--- src/rtl/pde_pkg.sv ---
// Shared types and constants for the postfix digit evaluator.
// Used by the front end, back end and top level under rtl; depends on nothing else.
`default_nettype none

package pde_pkg;

   // Character codes the front end recognizes
   localparam logic [7:0] CHAR_ZERO  = 8'h30;
   localparam logic [7:0] CHAR_NINE  = 8'h39;
   localparam logic [7:0] CHAR_PLUS  = 8'h2B;
   localparam logic [7:0] CHAR_MINUS = 8'h2D;
   localparam logic [7:0] CHAR_STAR  = 8'h2A;

   typedef enum logic [2:0] {
      STATUS_OK        = 3'd0,
      STATUS_OP_FIRST  = 3'd1,
      STATUS_FEW       = 3'd2,
      STATUS_BAD_SYM   = 3'd3,
      STATUS_BAD_DEPTH = 3'd4,
      STATUS_OVERFLOW  = 3'd5
   } status_type;

   typedef enum logic [2:0] {
      CMD_DIGIT,
      CMD_ADD,
      CMD_SUB,
      CMD_MUL,
      CMD_BAD,
      CMD_FINISH
   } cmd_kind_type;

   typedef struct packed {
      logic [7:0] symbol;
      logic       finish;
   } req_type;

   typedef struct packed {
      logic               done_res;
      status_type         status;
      logic signed [7:0]  value;
   } rsp_type;

   // Classified item passed from the front end to the back end
   typedef struct packed {
      cmd_kind_type kind;
      logic [3:0]   digit;
   } cmd_type;

endpackage

`default_nettype wire

--- src/rtl/postfix_digit_evaluator.sv ---
// Top level of the postfix digit evaluator: front end, command queue,
// back end and result queue. Depends on pde_pkg and the pde_* modules.
//
//   channel   direction  handshake        payload
//   req_      in         req_push/full    pde_pkg::req_type (symbol, finish)
//   rsp_      out        rsp_pop/empty    pde_pkg::rsp_type (done_res, status, value)
//
// One item per cycle sustained while results are popped; every item yields exactly one result.
// An accepted item waits in the command queue; the stack step in the back
// end turns it into a result, written into the result queue when that
// queue has room, from where it shows on the result ports to be popped.
// Reset clears both queues and the stack count; the stack memory keeps
// its contents and needs no clearing. req_full rises when the two-entry
// command queue fills, which happens only while results are not popped.
`default_nettype none

module postfix_digit_evaluator #(
   parameter int STACK_DEPTH = 16
) (
   input  wire logic             clock,
   input  wire logic             reset,
   input  wire logic             req_push,
   input  wire pde_pkg::req_type req_data,
   output logic                  req_full,
   input  wire logic             rsp_pop,
   output logic                  rsp_empty,
   output pde_pkg::rsp_type      rsp_data
);

   localparam int CMD_W = $bits(pde_pkg::cmd_type);
   localparam int RSP_W = $bits(pde_pkg::rsp_type);

   pde_pkg::cmd_type front_cmd, queued_cmd;
   pde_pkg::rsp_type back_rsp;
   logic             cmd_push, cmd_full, cmd_empty, cmd_pop;
   logic             rsp_push, rsp_full;
   logic [CMD_W-1:0] queued_bits;
   logic [RSP_W-1:0] rsp_bits;

   pde_front u_front (
      .req_data (req_data),
      .req_push (req_push),
      .req_full (req_full),
      .cmd_full (cmd_full),
      .cmd_push (cmd_push),
      .cmd_data (front_cmd)
   );

   pde_fifo #(.WIDTH(CMD_W)) u_cmd_queue (
      .clock   (clock),
      .reset   (reset),
      .push    (cmd_push),
      .wr_data (front_cmd),
      .full    (cmd_full),
      .pop     (cmd_pop),
      .empty   (cmd_empty),
      .rd_data (queued_bits)
   );

   assign queued_cmd = pde_pkg::cmd_type'(queued_bits);

   pde_back #(.STACK_DEPTH(STACK_DEPTH)) u_back (
      .clock     (clock),
      .reset     (reset),
      .cmd_empty (cmd_empty),
      .cmd_data  (queued_cmd),
      .cmd_pop   (cmd_pop),
      .rsp_full  (rsp_full),
      .rsp_push  (rsp_push),
      .rsp_data  (back_rsp)
   );

   pde_fifo #(.WIDTH(RSP_W)) u_rsp_queue (
      .clock   (clock),
      .reset   (reset),
      .push    (rsp_push),
      .wr_data (back_rsp),
      .full    (rsp_full),
      .pop     (rsp_pop),
      .empty   (rsp_empty),
      .rd_data (rsp_bits)
   );

   assign rsp_data = pde_pkg::rsp_type'(rsp_bits);

endmodule

`default_nettype wire

--- src/rtl/pde_fifo.sv ---
// Two-entry queue of flat words, used between the front and back ends
// and on the result side. Depends on nothing else.
`default_nettype none

module pde_fifo #(
   parameter int WIDTH = 8
) (
   input  wire logic             clock,
   input  wire logic             reset,
   input  wire logic             push,
   input  wire logic [WIDTH-1:0] wr_data,
   output logic                  full,
   input  wire logic             pop,
   output logic                  empty,
   output logic [WIDTH-1:0]      rd_data
);

   localparam int DEPTH = 2;
   localparam int AW    = $clog2(DEPTH);
   localparam int CW    = $clog2(DEPTH + 1);

   logic [WIDTH-1:0] slot_ff [DEPTH];
   logic [AW-1:0]    wr_ptr_ff, wr_ptr_in;
   logic [AW-1:0]    rd_ptr_ff, rd_ptr_in;
   logic [CW-1:0]    count_ff, count_in;
   logic             do_push, do_pop;

   assign full    = (count_ff == CW'(DEPTH));
   assign empty   = (count_ff == '0);
   assign rd_data = slot_ff[rd_ptr_ff];
   assign do_push = push && !full;
   assign do_pop  = pop && !empty;

   always_comb begin
      wr_ptr_in = do_push ? wr_ptr_ff + AW'(1) : wr_ptr_ff;
      rd_ptr_in = do_pop  ? rd_ptr_ff + AW'(1) : rd_ptr_ff;
      count_in  = count_ff;
      if (do_push && !do_pop) begin
         count_in = count_ff + CW'(1);
      end else if (do_pop && !do_push) begin
         count_in = count_ff - CW'(1);
      end
   end

   always_ff @(posedge clock) begin
      if (reset) begin
         wr_ptr_ff <= '0;
         rd_ptr_ff <= '0;
         count_ff  <= '0;
      end else begin
         wr_ptr_ff <= wr_ptr_in;
         rd_ptr_ff <= rd_ptr_in;
         count_ff  <= count_in;
      end
   end

   always_ff @(posedge clock) begin
      if (do_push) begin
         slot_ff[wr_ptr_ff] <= wr_data;
      end
   end

endmodule

`default_nettype wire

--- src/rtl/pde_front.sv ---
// Front end: takes input items and classifies each character.
// Depends on pde_pkg.
`default_nettype none

module pde_front (
   input  wire pde_pkg::req_type req_data,
   input  wire logic             req_push,
   output logic                  req_full,
   input  wire logic             cmd_full,
   output logic                  cmd_push,
   output pde_pkg::cmd_type      cmd_data
);

   logic [7:0] offset;

   assign req_full = cmd_full;
   assign cmd_push = req_push;
   assign offset   = req_data.symbol - pde_pkg::CHAR_ZERO;

   always_comb begin
      cmd_data.digit = offset[3:0];
      if (req_data.finish) begin
         cmd_data.kind = pde_pkg::CMD_FINISH;
      end else if (req_data.symbol >= pde_pkg::CHAR_ZERO &&
                   req_data.symbol <= pde_pkg::CHAR_NINE) begin
         cmd_data.kind = pde_pkg::CMD_DIGIT;
      end else begin
         unique case (req_data.symbol)
            pde_pkg::CHAR_PLUS:  cmd_data.kind = pde_pkg::CMD_ADD;
            pde_pkg::CHAR_MINUS: cmd_data.kind = pde_pkg::CMD_SUB;
            pde_pkg::CHAR_STAR:  cmd_data.kind = pde_pkg::CMD_MUL;
            default:             cmd_data.kind = pde_pkg::CMD_BAD;
         endcase
      end
   end

endmodule

`default_nettype wire

--- src/rtl/pde_back.sv ---
// Back end: operand stack with top, second and third entries in registers
// and deeper entries in a memory; one classified item per cycle while a
// command is queued and the result queue has room. Depends on pde_pkg.
`default_nettype none

module pde_back #(
   parameter int STACK_DEPTH = 16
) (
   input  wire logic             clock,
   input  wire logic             reset,
   input  wire logic             cmd_empty,
   input  wire pde_pkg::cmd_type cmd_data,
   output logic                  cmd_pop,
   input  wire logic             rsp_full,
   output logic                  rsp_push,
   output pde_pkg::rsp_type      rsp_data
);

   localparam int DW = $clog2(STACK_DEPTH + 1);
   localparam int AW = $clog2(STACK_DEPTH);

   logic [7:0]    mem [STACK_DEPTH];
   logic [DW-1:0] depth_ff, depth_in;
   logic          seen_ff, seen_in;
   pde_pkg::status_type err_ff, err_in;
   logic [7:0]    tos_ff, tos_in;
   logic [7:0]    nos_ff, nos_in;
   logic [7:0]    third_ff;
   logic          fire, do_push, do_pop;
   logic [DW-1:0] wr_idx, rd_idx;
   logic [15:0]   product;
   logic [7:0]    alu;

   assign fire    = !cmd_empty && !rsp_full;
   assign cmd_pop = fire;
   assign rsp_push = fire;
   assign wr_idx  = depth_ff - DW'(3);
   assign rd_idx  = depth_ff - DW'(4);
   assign product = {8'd0, nos_ff} * {8'd0, tos_ff};

   always_comb begin
      case (cmd_data.kind)
         pde_pkg::CMD_ADD: alu = nos_ff + tos_ff;
         pde_pkg::CMD_SUB: alu = nos_ff - tos_ff;
         default:          alu = product[7:0];
      endcase
   end

   always_comb begin
      depth_in = depth_ff;
      seen_in  = seen_ff;
      err_in   = err_ff;
      tos_in   = tos_ff;
      nos_in   = nos_ff;
      do_push  = 1'b0;
      do_pop   = 1'b0;
      rsp_data.done_res = 1'b0;
      rsp_data.status   = err_ff;
      rsp_data.value    = '0;
      if (fire) begin
         if (cmd_data.kind == pde_pkg::CMD_FINISH) begin
            rsp_data.done_res = 1'b1;
            if (err_ff != pde_pkg::STATUS_OK) begin
               rsp_data.status = err_ff;
            end else if (depth_ff != DW'(1)) begin
               rsp_data.status = pde_pkg::STATUS_BAD_DEPTH;
            end else begin
               rsp_data.status = pde_pkg::STATUS_OK;
               rsp_data.value  = $signed(tos_ff);
            end
            depth_in = '0;
            seen_in  = 1'b0;
            err_in   = pde_pkg::STATUS_OK;
         end else begin
            if (err_ff == pde_pkg::STATUS_OK) begin
               unique case (cmd_data.kind) inside
                  pde_pkg::CMD_DIGIT: begin
                     if (depth_ff == DW'(STACK_DEPTH)) begin
                        err_in = pde_pkg::STATUS_OVERFLOW;
                     end else begin
                        do_push  = 1'b1;
                        tos_in   = {4'd0, cmd_data.digit};
                        nos_in   = tos_ff;
                        depth_in = depth_ff + DW'(1);
                        seen_in  = 1'b1;
                     end
                  end
                  pde_pkg::CMD_ADD, pde_pkg::CMD_SUB,
                  pde_pkg::CMD_MUL, pde_pkg::CMD_BAD: begin
                     if (!seen_ff) begin
                        err_in = pde_pkg::STATUS_OP_FIRST;
                     end else if (depth_ff < DW'(2)) begin
                        err_in = pde_pkg::STATUS_FEW;
                     end else if (cmd_data.kind == pde_pkg::CMD_BAD) begin
                        err_in = pde_pkg::STATUS_BAD_SYM;
                     end else begin
                        do_pop   = 1'b1;
                        tos_in   = alu;
                        nos_in   = third_ff;
                        depth_in = depth_ff - DW'(1);
                     end
                  end
                  default: ;
               endcase
            end
            rsp_data.status = err_in;
            rsp_data.value  = (depth_in != '0) ? $signed(tos_in) : 8'sd0;
         end
      end
   end

   always_ff @(posedge clock) begin
      if (reset) begin
         depth_ff <= '0;
         seen_ff  <= 1'b0;
         err_ff   <= pde_pkg::STATUS_OK;
      end else begin
         depth_ff <= depth_in;
         seen_ff  <= seen_in;
         err_ff   <= err_in;
      end
   end

   // Third entry: take the old second on a push, refill from memory on a pop
   always_ff @(posedge clock) begin
      tos_ff <= tos_in;
      nos_ff <= nos_in;
      if (do_push) begin
         third_ff <= nos_ff;
         if (depth_ff >= DW'(3)) begin
            mem[wr_idx[AW-1:0]] <= third_ff;
         end
      end else if (do_pop) begin
         third_ff <= mem[rd_idx[AW-1:0]];
      end
   end

   a_depth_bound: assert property (@(posedge clock) disable iff (reset)
      depth_ff <= DW'(STACK_DEPTH))
      else $error("stack depth beyond capacity");

   a_empty_before_digit: assert property (@(posedge clock) disable iff (reset)
      !seen_ff |-> depth_ff == '0)
      else $error("entries stacked before any digit");

   a_finish_clears: assert property (@(posedge clock) disable iff (reset)
      fire && cmd_data.kind == pde_pkg::CMD_FINISH
      |=> depth_ff == '0 && !seen_ff && err_ff == pde_pkg::STATUS_OK)
      else $error("finish did not clear state");

   a_error_freezes: assert property (@(posedge clock) disable iff (reset)
      fire && err_ff != pde_pkg::STATUS_OK && cmd_data.kind != pde_pkg::CMD_FINISH
      |=> depth_ff == $past(depth_ff) && err_ff == $past(err_ff))
      else $error("latched error let the stack change");

endmodule

`default_nettype wire

--- config.mk ---
export PLATFORM = sky130hd
export DESIGN_NAME = postfix_digit_evaluator
export DESIGN_NICKNAME = d
export VERILOG_FILES = /design/src/rtl/pde_pkg.sv /design/src/rtl/postfix_digit_evaluator.sv /design/src/rtl/pde_fifo.sv /design/src/rtl/pde_front.sv /design/src/rtl/pde_back.sv
export SDC_FILE = /design/constraint.sdc
export NUM_CORES = 1
export LEC_CHECK = 0
export ABC_AREA = 0
export BUFFER_PORTS_ARGS = -buffer_cell sky130_fd_sc_hd__clkbuf_2
export CAP_MARGIN = 20
export CELL_PAD_IN_SITES_DETAIL_PLACEMENT = 0
export CELL_PAD_IN_SITES_GLOBAL_PLACEMENT = 1
export CORE_ASPECT_RATIO = 1.2
export CORE_MARGIN = 3
export CORE_UTILIZATION = 45
export CTS_CLUSTER_DIAMETER = 200
export DETAILED_ROUTE_END_ITERATION = 10
export HOLD_SLACK_MARGIN = 0.02
export PLACE_DENSITY_LB_ADDON = 0.05
export SLEW_MARGIN = 20
export SYNTH_ARGS = -nofsm -noshare
export SYNTH_HDL_FRONTEND = slang
export SYNTH_SLANG_ARGS = --single-unit
--- constraint.sdc ---
create_clock -name clock -period 6.4 [get_ports clock]
set_input_delay 0.32 -clock clock [delete_from_list [all_inputs] [get_ports clock]]
set_output_delay 0.32 -clock clock [all_outputs]
set_load 0.01 [all_outputs]
# --- Word-level counts from Yosys, hierarchy flattened ---
# Memory sizes are Yosys's and may differ from the RTL's. A register that Yosys moved wholly into a read port is not among the register bits.
# Index checks and enable logic that the tools add are counted.
op_classes:
  mul: 1
  magnitude_cmp: 4
  muxes: 72
  n_eq_ne: 17
  addsub: 15
  n_reduce_logical: 34
  bitwise: 1
op_table:
  columns: ["op", "count"]
  rows:
  - ["two-way mux 8 bit", 14]
  - ["one-hot mux 8 bit (2 select lines)", 3]
  - ["two-way mux 5 bit", 8]
  - ["two-way mux 3 bit", 10]
  - ["two-way mux 1 bit", 28]
  - ["== test 8 x 6 -> 1 bit, second input constant", 3]
  - ["two-way mux 12 bit", 1]
  - ["nonzero test 2 bit", 6]
  - ["two-way mux 11 bit", 1]
  - ["logical AND 1 bit", 10]
  - ["one-hot mux 5 bit (2 select lines)", 1]
  - ["one-hot mux 3 bit (3 select lines)", 1]
  - ["adder 8 bit", 1]
  - [">= comparator 8 x 6 -> 1 bit, second input constant", 1]
  - ["<= comparator 8 x 6 -> 1 bit, second input constant", 1]
  - ["zero test 1 bit", 8]
  - ["multiplier 8 x 8 -> 8 bit", 1]
  - ["two-way mux 2 bit", 4]
  - ["AND reduction 8 bit", 1]
  - ["subtractor 8 bit", 1]
  - ["== test 3 x 2 -> 1 bit, second input constant", 2]
  - ["== test 3 bit, second input constant", 2]
  - ["zero test 3 bit", 2]
  - ["inequality test 2 bit, second input constant", 3]
  - ["other kinds (23)", 31]
word_totals:
  ff_bits: 41
  input_bits: 13
  mem_bits_rw: 166
  wordCells: 159
  out_inout_bits: 14
  memories: 3
memory_table:
  columns: ["name", "words", "word_bits", "read_ports", "rd_ports_with_merged_regs", "write_ports", "line_no", "source"]
  rows:
  - ["u_back.mem", 16, 8, 1, 0, 1, "pde_back.sv:22", "logic [7:0] mem [STACK_DEPTH];"]
  - ["u_rsp_queue.slot_ff", 2, 12, 1, 1, 1, "pde_fifo.sv:22", "logic [WIDTH-1:0] slot_ff [DEPTH];"]
  - ["u_cmd_queue.slot_ff", 2, 7, 1, 1, 1, "pde_fifo.sv:22", null]

# --- Longest topological paths before layout ---
logic_depth:
  depth_word: 12
  depth_mapped: 17

# --- Hierarchy ---
# From an unflattened synthesis, not the netlist that was laid out.
hier_totals:
  hier_cells: 808
  hier_area_um2: 10585.2
modules_own_cells:
  columns: ["mod", "area_per_inst_um2", "seq_area_each_um2", "n_inst", "cells_per_inst"]
  rows:
  - ["pde_back", 8644.5, 4744.6, 1, 680]
  - ["pde_fifo (u_rsp_queue)", 1078.5, 820.8, 1, 62]
  - ["pde_fifo (u_cmd_queue)", 721.9, 520.5, 1, 47]
  - ["pde_front", 140.1, 0.0, 1, 19]

# --- Least setup slack after synthesis ---
# No wires, ideal clock.
synth_timing:
  path_type: "flip-flop to flip-flop"
  start: "register u_back.tos_ff[4]"
  end: "memory u_rsp_queue.slot_ff[0][7] (netlist name) (data pin)"
  setup_time_ps: 260
  setup_slack_ps: 1804
  t_required_ps: 6140
  stages_incl_launch_ff: 17
  arrival_time_ps: 4336
  path_cell_list: "edfxtp_1 > clkbuf_1 > nand2_1 > fa_1 > fa_1 > inv_1 > fa_1 > inv_1 > fa_1 > inv_1 > ha_1 > a21oi_1 > xnor3_1 > xnor3_1 > a32oi_1 > o41ai_2 > a32o_1"
synth_rtl:
  columns: ["item", "line_no", "source"]
  rows:
  - ["start, declared", "pde_back.sv:26", "logic [7:0] tos_ff, tos_in;"]
  - ["start signal, assigned", "pde_back.sv:126", "tos_ff <= tos_in;"]
  - ["end, declared", "pde_fifo.sv:22", null]

==> impl_results.md <==
- Nets: just under 900
- Slowest stage cell on the critical path: edfxtp_1
- Bufs and invs on worst path: 3
- Critical path arrival: slightly above 5000 ps
- Final WS setup: between 1500 and 2000 ps
- Hold WC Path Type: in -> reg
- ANT cells: 0
- Hold path depth: 1
- Pwr Density: around 380 mW/mm^2
- Pre-CTS setup slack: 1503 ps
- Top cell type's share of synthesized area: 0.5456
- CP Capture Type: flop
- Largest area contributor in the netlist: edfxtp_1
- Buffers on Ports: 26
- Most instantiated library cell after synthesis: edfxtp_1
- Vias in the first global route: 6,464
- Adder-cell share of the synthesized area: 0.06796
- Largest net degree at the start of global routing: 58
- Finish-stage setup viols: 0
- Distinct cells, synth: 68
- H-tree Lvls: 1
- MaxCap Viol Count: 0
- Slew @ Worst Pin: approximately 1000 ps
- Ranking of synthesized cells by area: edfxtp_1, ha_1, dfxtp_1
- Setup CP Type: reg -> reg
- CTS Hold Bufs: 0
- Clk sinks: between 200 and 250
- Setup slack, reg-to-reg: between 1500 and 2000 ps
- CP top delay family: adder cells
- CP Launch Type: flop
- Critical Path RT: about 6700 ps
- Drt pass-1 iters: 5
- Grt total ovfl: 0
- Syn Nets: just under 900
- First-pass GRT wire length: 37,620 um
- Worst stage delay on the critical path: ~590 ps
- IO Pins: 27
- Detailed Route WL: between 20,000 and 25,000 um
- Post-Synth Simple-Gate Area: 0.09404
- CP cell instances: nand2_1, fa_1, fa_1, inv_1, fa_1, inv_1, fa_1, inv_1, ha_1, a21oi_1, xnor3_1, xnor3_1, a32oi_1, o41ai_2, a32o_1
- Leak: around 4 nW
- YS warnings: 0
- Most common cell on crit path: fa_1
- Status: finished, final reports clean
- Initial DRC Count: ~660
- WL/cell: 20.78 um
- HPWL Detailed: ~17,000 um
- Top cells by count, synth: edfxtp_1, nor2_1, nand2_1
- Total GRT Usage: 0.1898
- Core area: ~0.023 sq mm
- Root buf cell: clkbuf_16
- Hold Path End: u_cmd_queue.slot_ff[1][0]
- Antenna violations before repair: 0
- Vias per std cell: roughly 5.6
- Setup_tns: 0 ps
- RSZ-0062 raised after global routing: no
- R2R Path End: u_rsp_queue.slot_ff[0][7]
- Rows: 60
- Hold Startpoint: req_data[1]
- Register area share after synthesis: 0.5820
- Post-synthesis mux area share: 0.08638
- Tmin final: just under 5000 ps
- Routed Antenna Nets: 0
- Fin. max-slew vios: 0
- Largest family of logic cells by synthesized area: compound AO/OA/AOI/OAI gates
- DR vias: around 6,500
- FFs w/ async S/R, synth: 0
- CTS tree: done
- Critical path depth in cells: 15
- Maximum fanout along the worst path: 10
- Setup Buffers After CTS: 0
- Worst-path clk slew: 60 ps
- Most used DFF post-synth: edfxtp_1
- Reg2Reg Launch Point: u_back.tos_ff[3]
- Layout area overhead: 10.21%
- Setup Skew: between 9 and 10 ps
- Chip Width: between 100 and 150 um
- Clk buf depth: 3
- Worst VDD drop: around 0.00024 V
- Worst-skew pair later-pin latency: approximately 500 ps
- Rel. slew slack: 0.3405
- Final hold violation count: 0
- Die area: 0.02511 sq mm
- Post_cts resized: 0
- Drt drc: 0
- Num CTS Buffers: 22
- Post-synthesis register bit count: roughly 210
- RePlAce Congestion: 0.8719
- Reg2Reg Depth: 15
- Initial core utilization: 0.4613
- XOR/XNOR Fraction of Synth Area: 0.03697
- Crit share post-route: 0.7610
- Synth Area in Compound Gates: 0.09787
- Avg Cell Area, Syn: about 13 sq um
- Die H: about 170 um
- Syn Inst Count: about 810
- Syn Std Cell Area: around 0.010 sq mm
- Share of cells above drive strength 1: 0.1293
- Post-synth EDFFs: 190
- Max Clock Freq: 205.3 MHz
## registers in the layout (all words and copies together) (netlist names), 2 cells and up, named ones only
register              flops
u_back.err_ff             3
u_back.third_ff           8
u_back.mem              128
u_back.depth_ff           5
u_cmd_queue.slot_ff      14
u_back.tos_ff             8
u_rsp_queue.slot_ff      24
u_rsp_queue.count_ff      2
u_cmd_queue.count_ff      2
u_back.nos_ff             8
## final cells by class
type	instances	area, sq um
Timing Repair Buffer	34	190.2
Multi-Input combinational cell	515	4008
Inverter	46	172.7
Fill cell	2021	11150
Tap cell	310	387.9
Clock buffer	32	649.4
Sequential cell	209	6087
Clock inverter	7	30.03
## worst reg2reg max path: cells and delay by family (launching register included)
family	cells	cell delay (ps)
AO/OA/AOI/OAI	4	790
adder cells (fa/ha/maj)	5	2300
AND/OR/NAND/NOR	1	150
XOR/XNOR	2	640
flip-flops	1	590
buffers and inverters	3	140
## per-stage QoR
step                      area, sq um  power (W)  utilization  hold WS, ps  instances
after floorplan                 10460   0.002845            -        418.9        813
after global placement          10850   0.003265       0.4784        486.0       1114
after detailed placement        10850   0.003282       0.4784        488.8       1114
after CTS                       11520   0.004486       0.5083        34.17       1153
after global routing            11520   0.004723       0.5083        43.34       1153
final                           11520   0.004423       0.5083        62.30       1153
## report_power, final
group / internal, W / switching [W] / total [W]
Combinational: 0.000648 / 0.000815 / 0.00146
Clock: 0.000699 / 0.000493 / 0.00119
Sequential: 0.00163 / 0.000135 / 0.00177
Total: 0.00298 / 0.00144 / 0.00442
## how the worst max path moves through the flow
stage,from,end,slack [ps]
2_1_floorplan,u_back.tos_ff[4],u_rsp_queue.slot_ff[0][7],1800
3_3_place_gp,u_back.tos_ff[4],u_rsp_queue.slot_ff[0][7],1600
3_5_place_dp,u_back.tos_ff[4],u_rsp_queue.slot_ff[0][7],1500
4_1_cts,u_back.tos_ff[4],u_rsp_queue.slot_ff[0][7],1510
5_1_grt,u_back.tos_ff[3],u_rsp_queue.slot_ff[0][7],1290
6_report,u_back.tos_ff[3],u_rsp_queue.slot_ff[0][7],1530
## cells in the final DEF (no fill, tap or decap), types with 7 or more instances in the layout
cell	instances
ha_1	36
mux2_2	18
a21oi_1	32
mux4_2	16
nand2_1	59
clkbuf_2	26
xor2_1	11
nor3_1	10
a32o_1	8
clkbuf_16	23
o21ai_0	28
dfxtp_1	18
nor2_1	78
inv_1	46
xnor2_1	28
o22ai_1	13
o221ai_1	8
and2_1	10
buf_4	8
edfxtp_1	190
nor2b_1	7
fa_1	13
nand3_1	7
o31ai_1	12
mux2i_1	34
## logic make-up after synthesis
group,Yosys count
DFF,209
and+or+nand+nor,208
AOI/OAI and AO/OA,149
buffers and inverters,89
muxes,68
adders and majority gates,49
xor gates and xnor gates,41
## metal layers
| layer | vias up | global-route usage | share of wire |
|---|---|---|---|
| li1 | 3056 | - | - |
| met1 | 3204 | 0.2514 | 0.43 |
| met2 | 170 | 0.3293 | 0.50 |
| met3 | 34 | 0.02752 | 0.043 |
| met4 | 0 | 0.05146 | 0.024 |
| met5 | - | 0 | 0 |
Note: power is estimated with default switching activity, not from simulation.
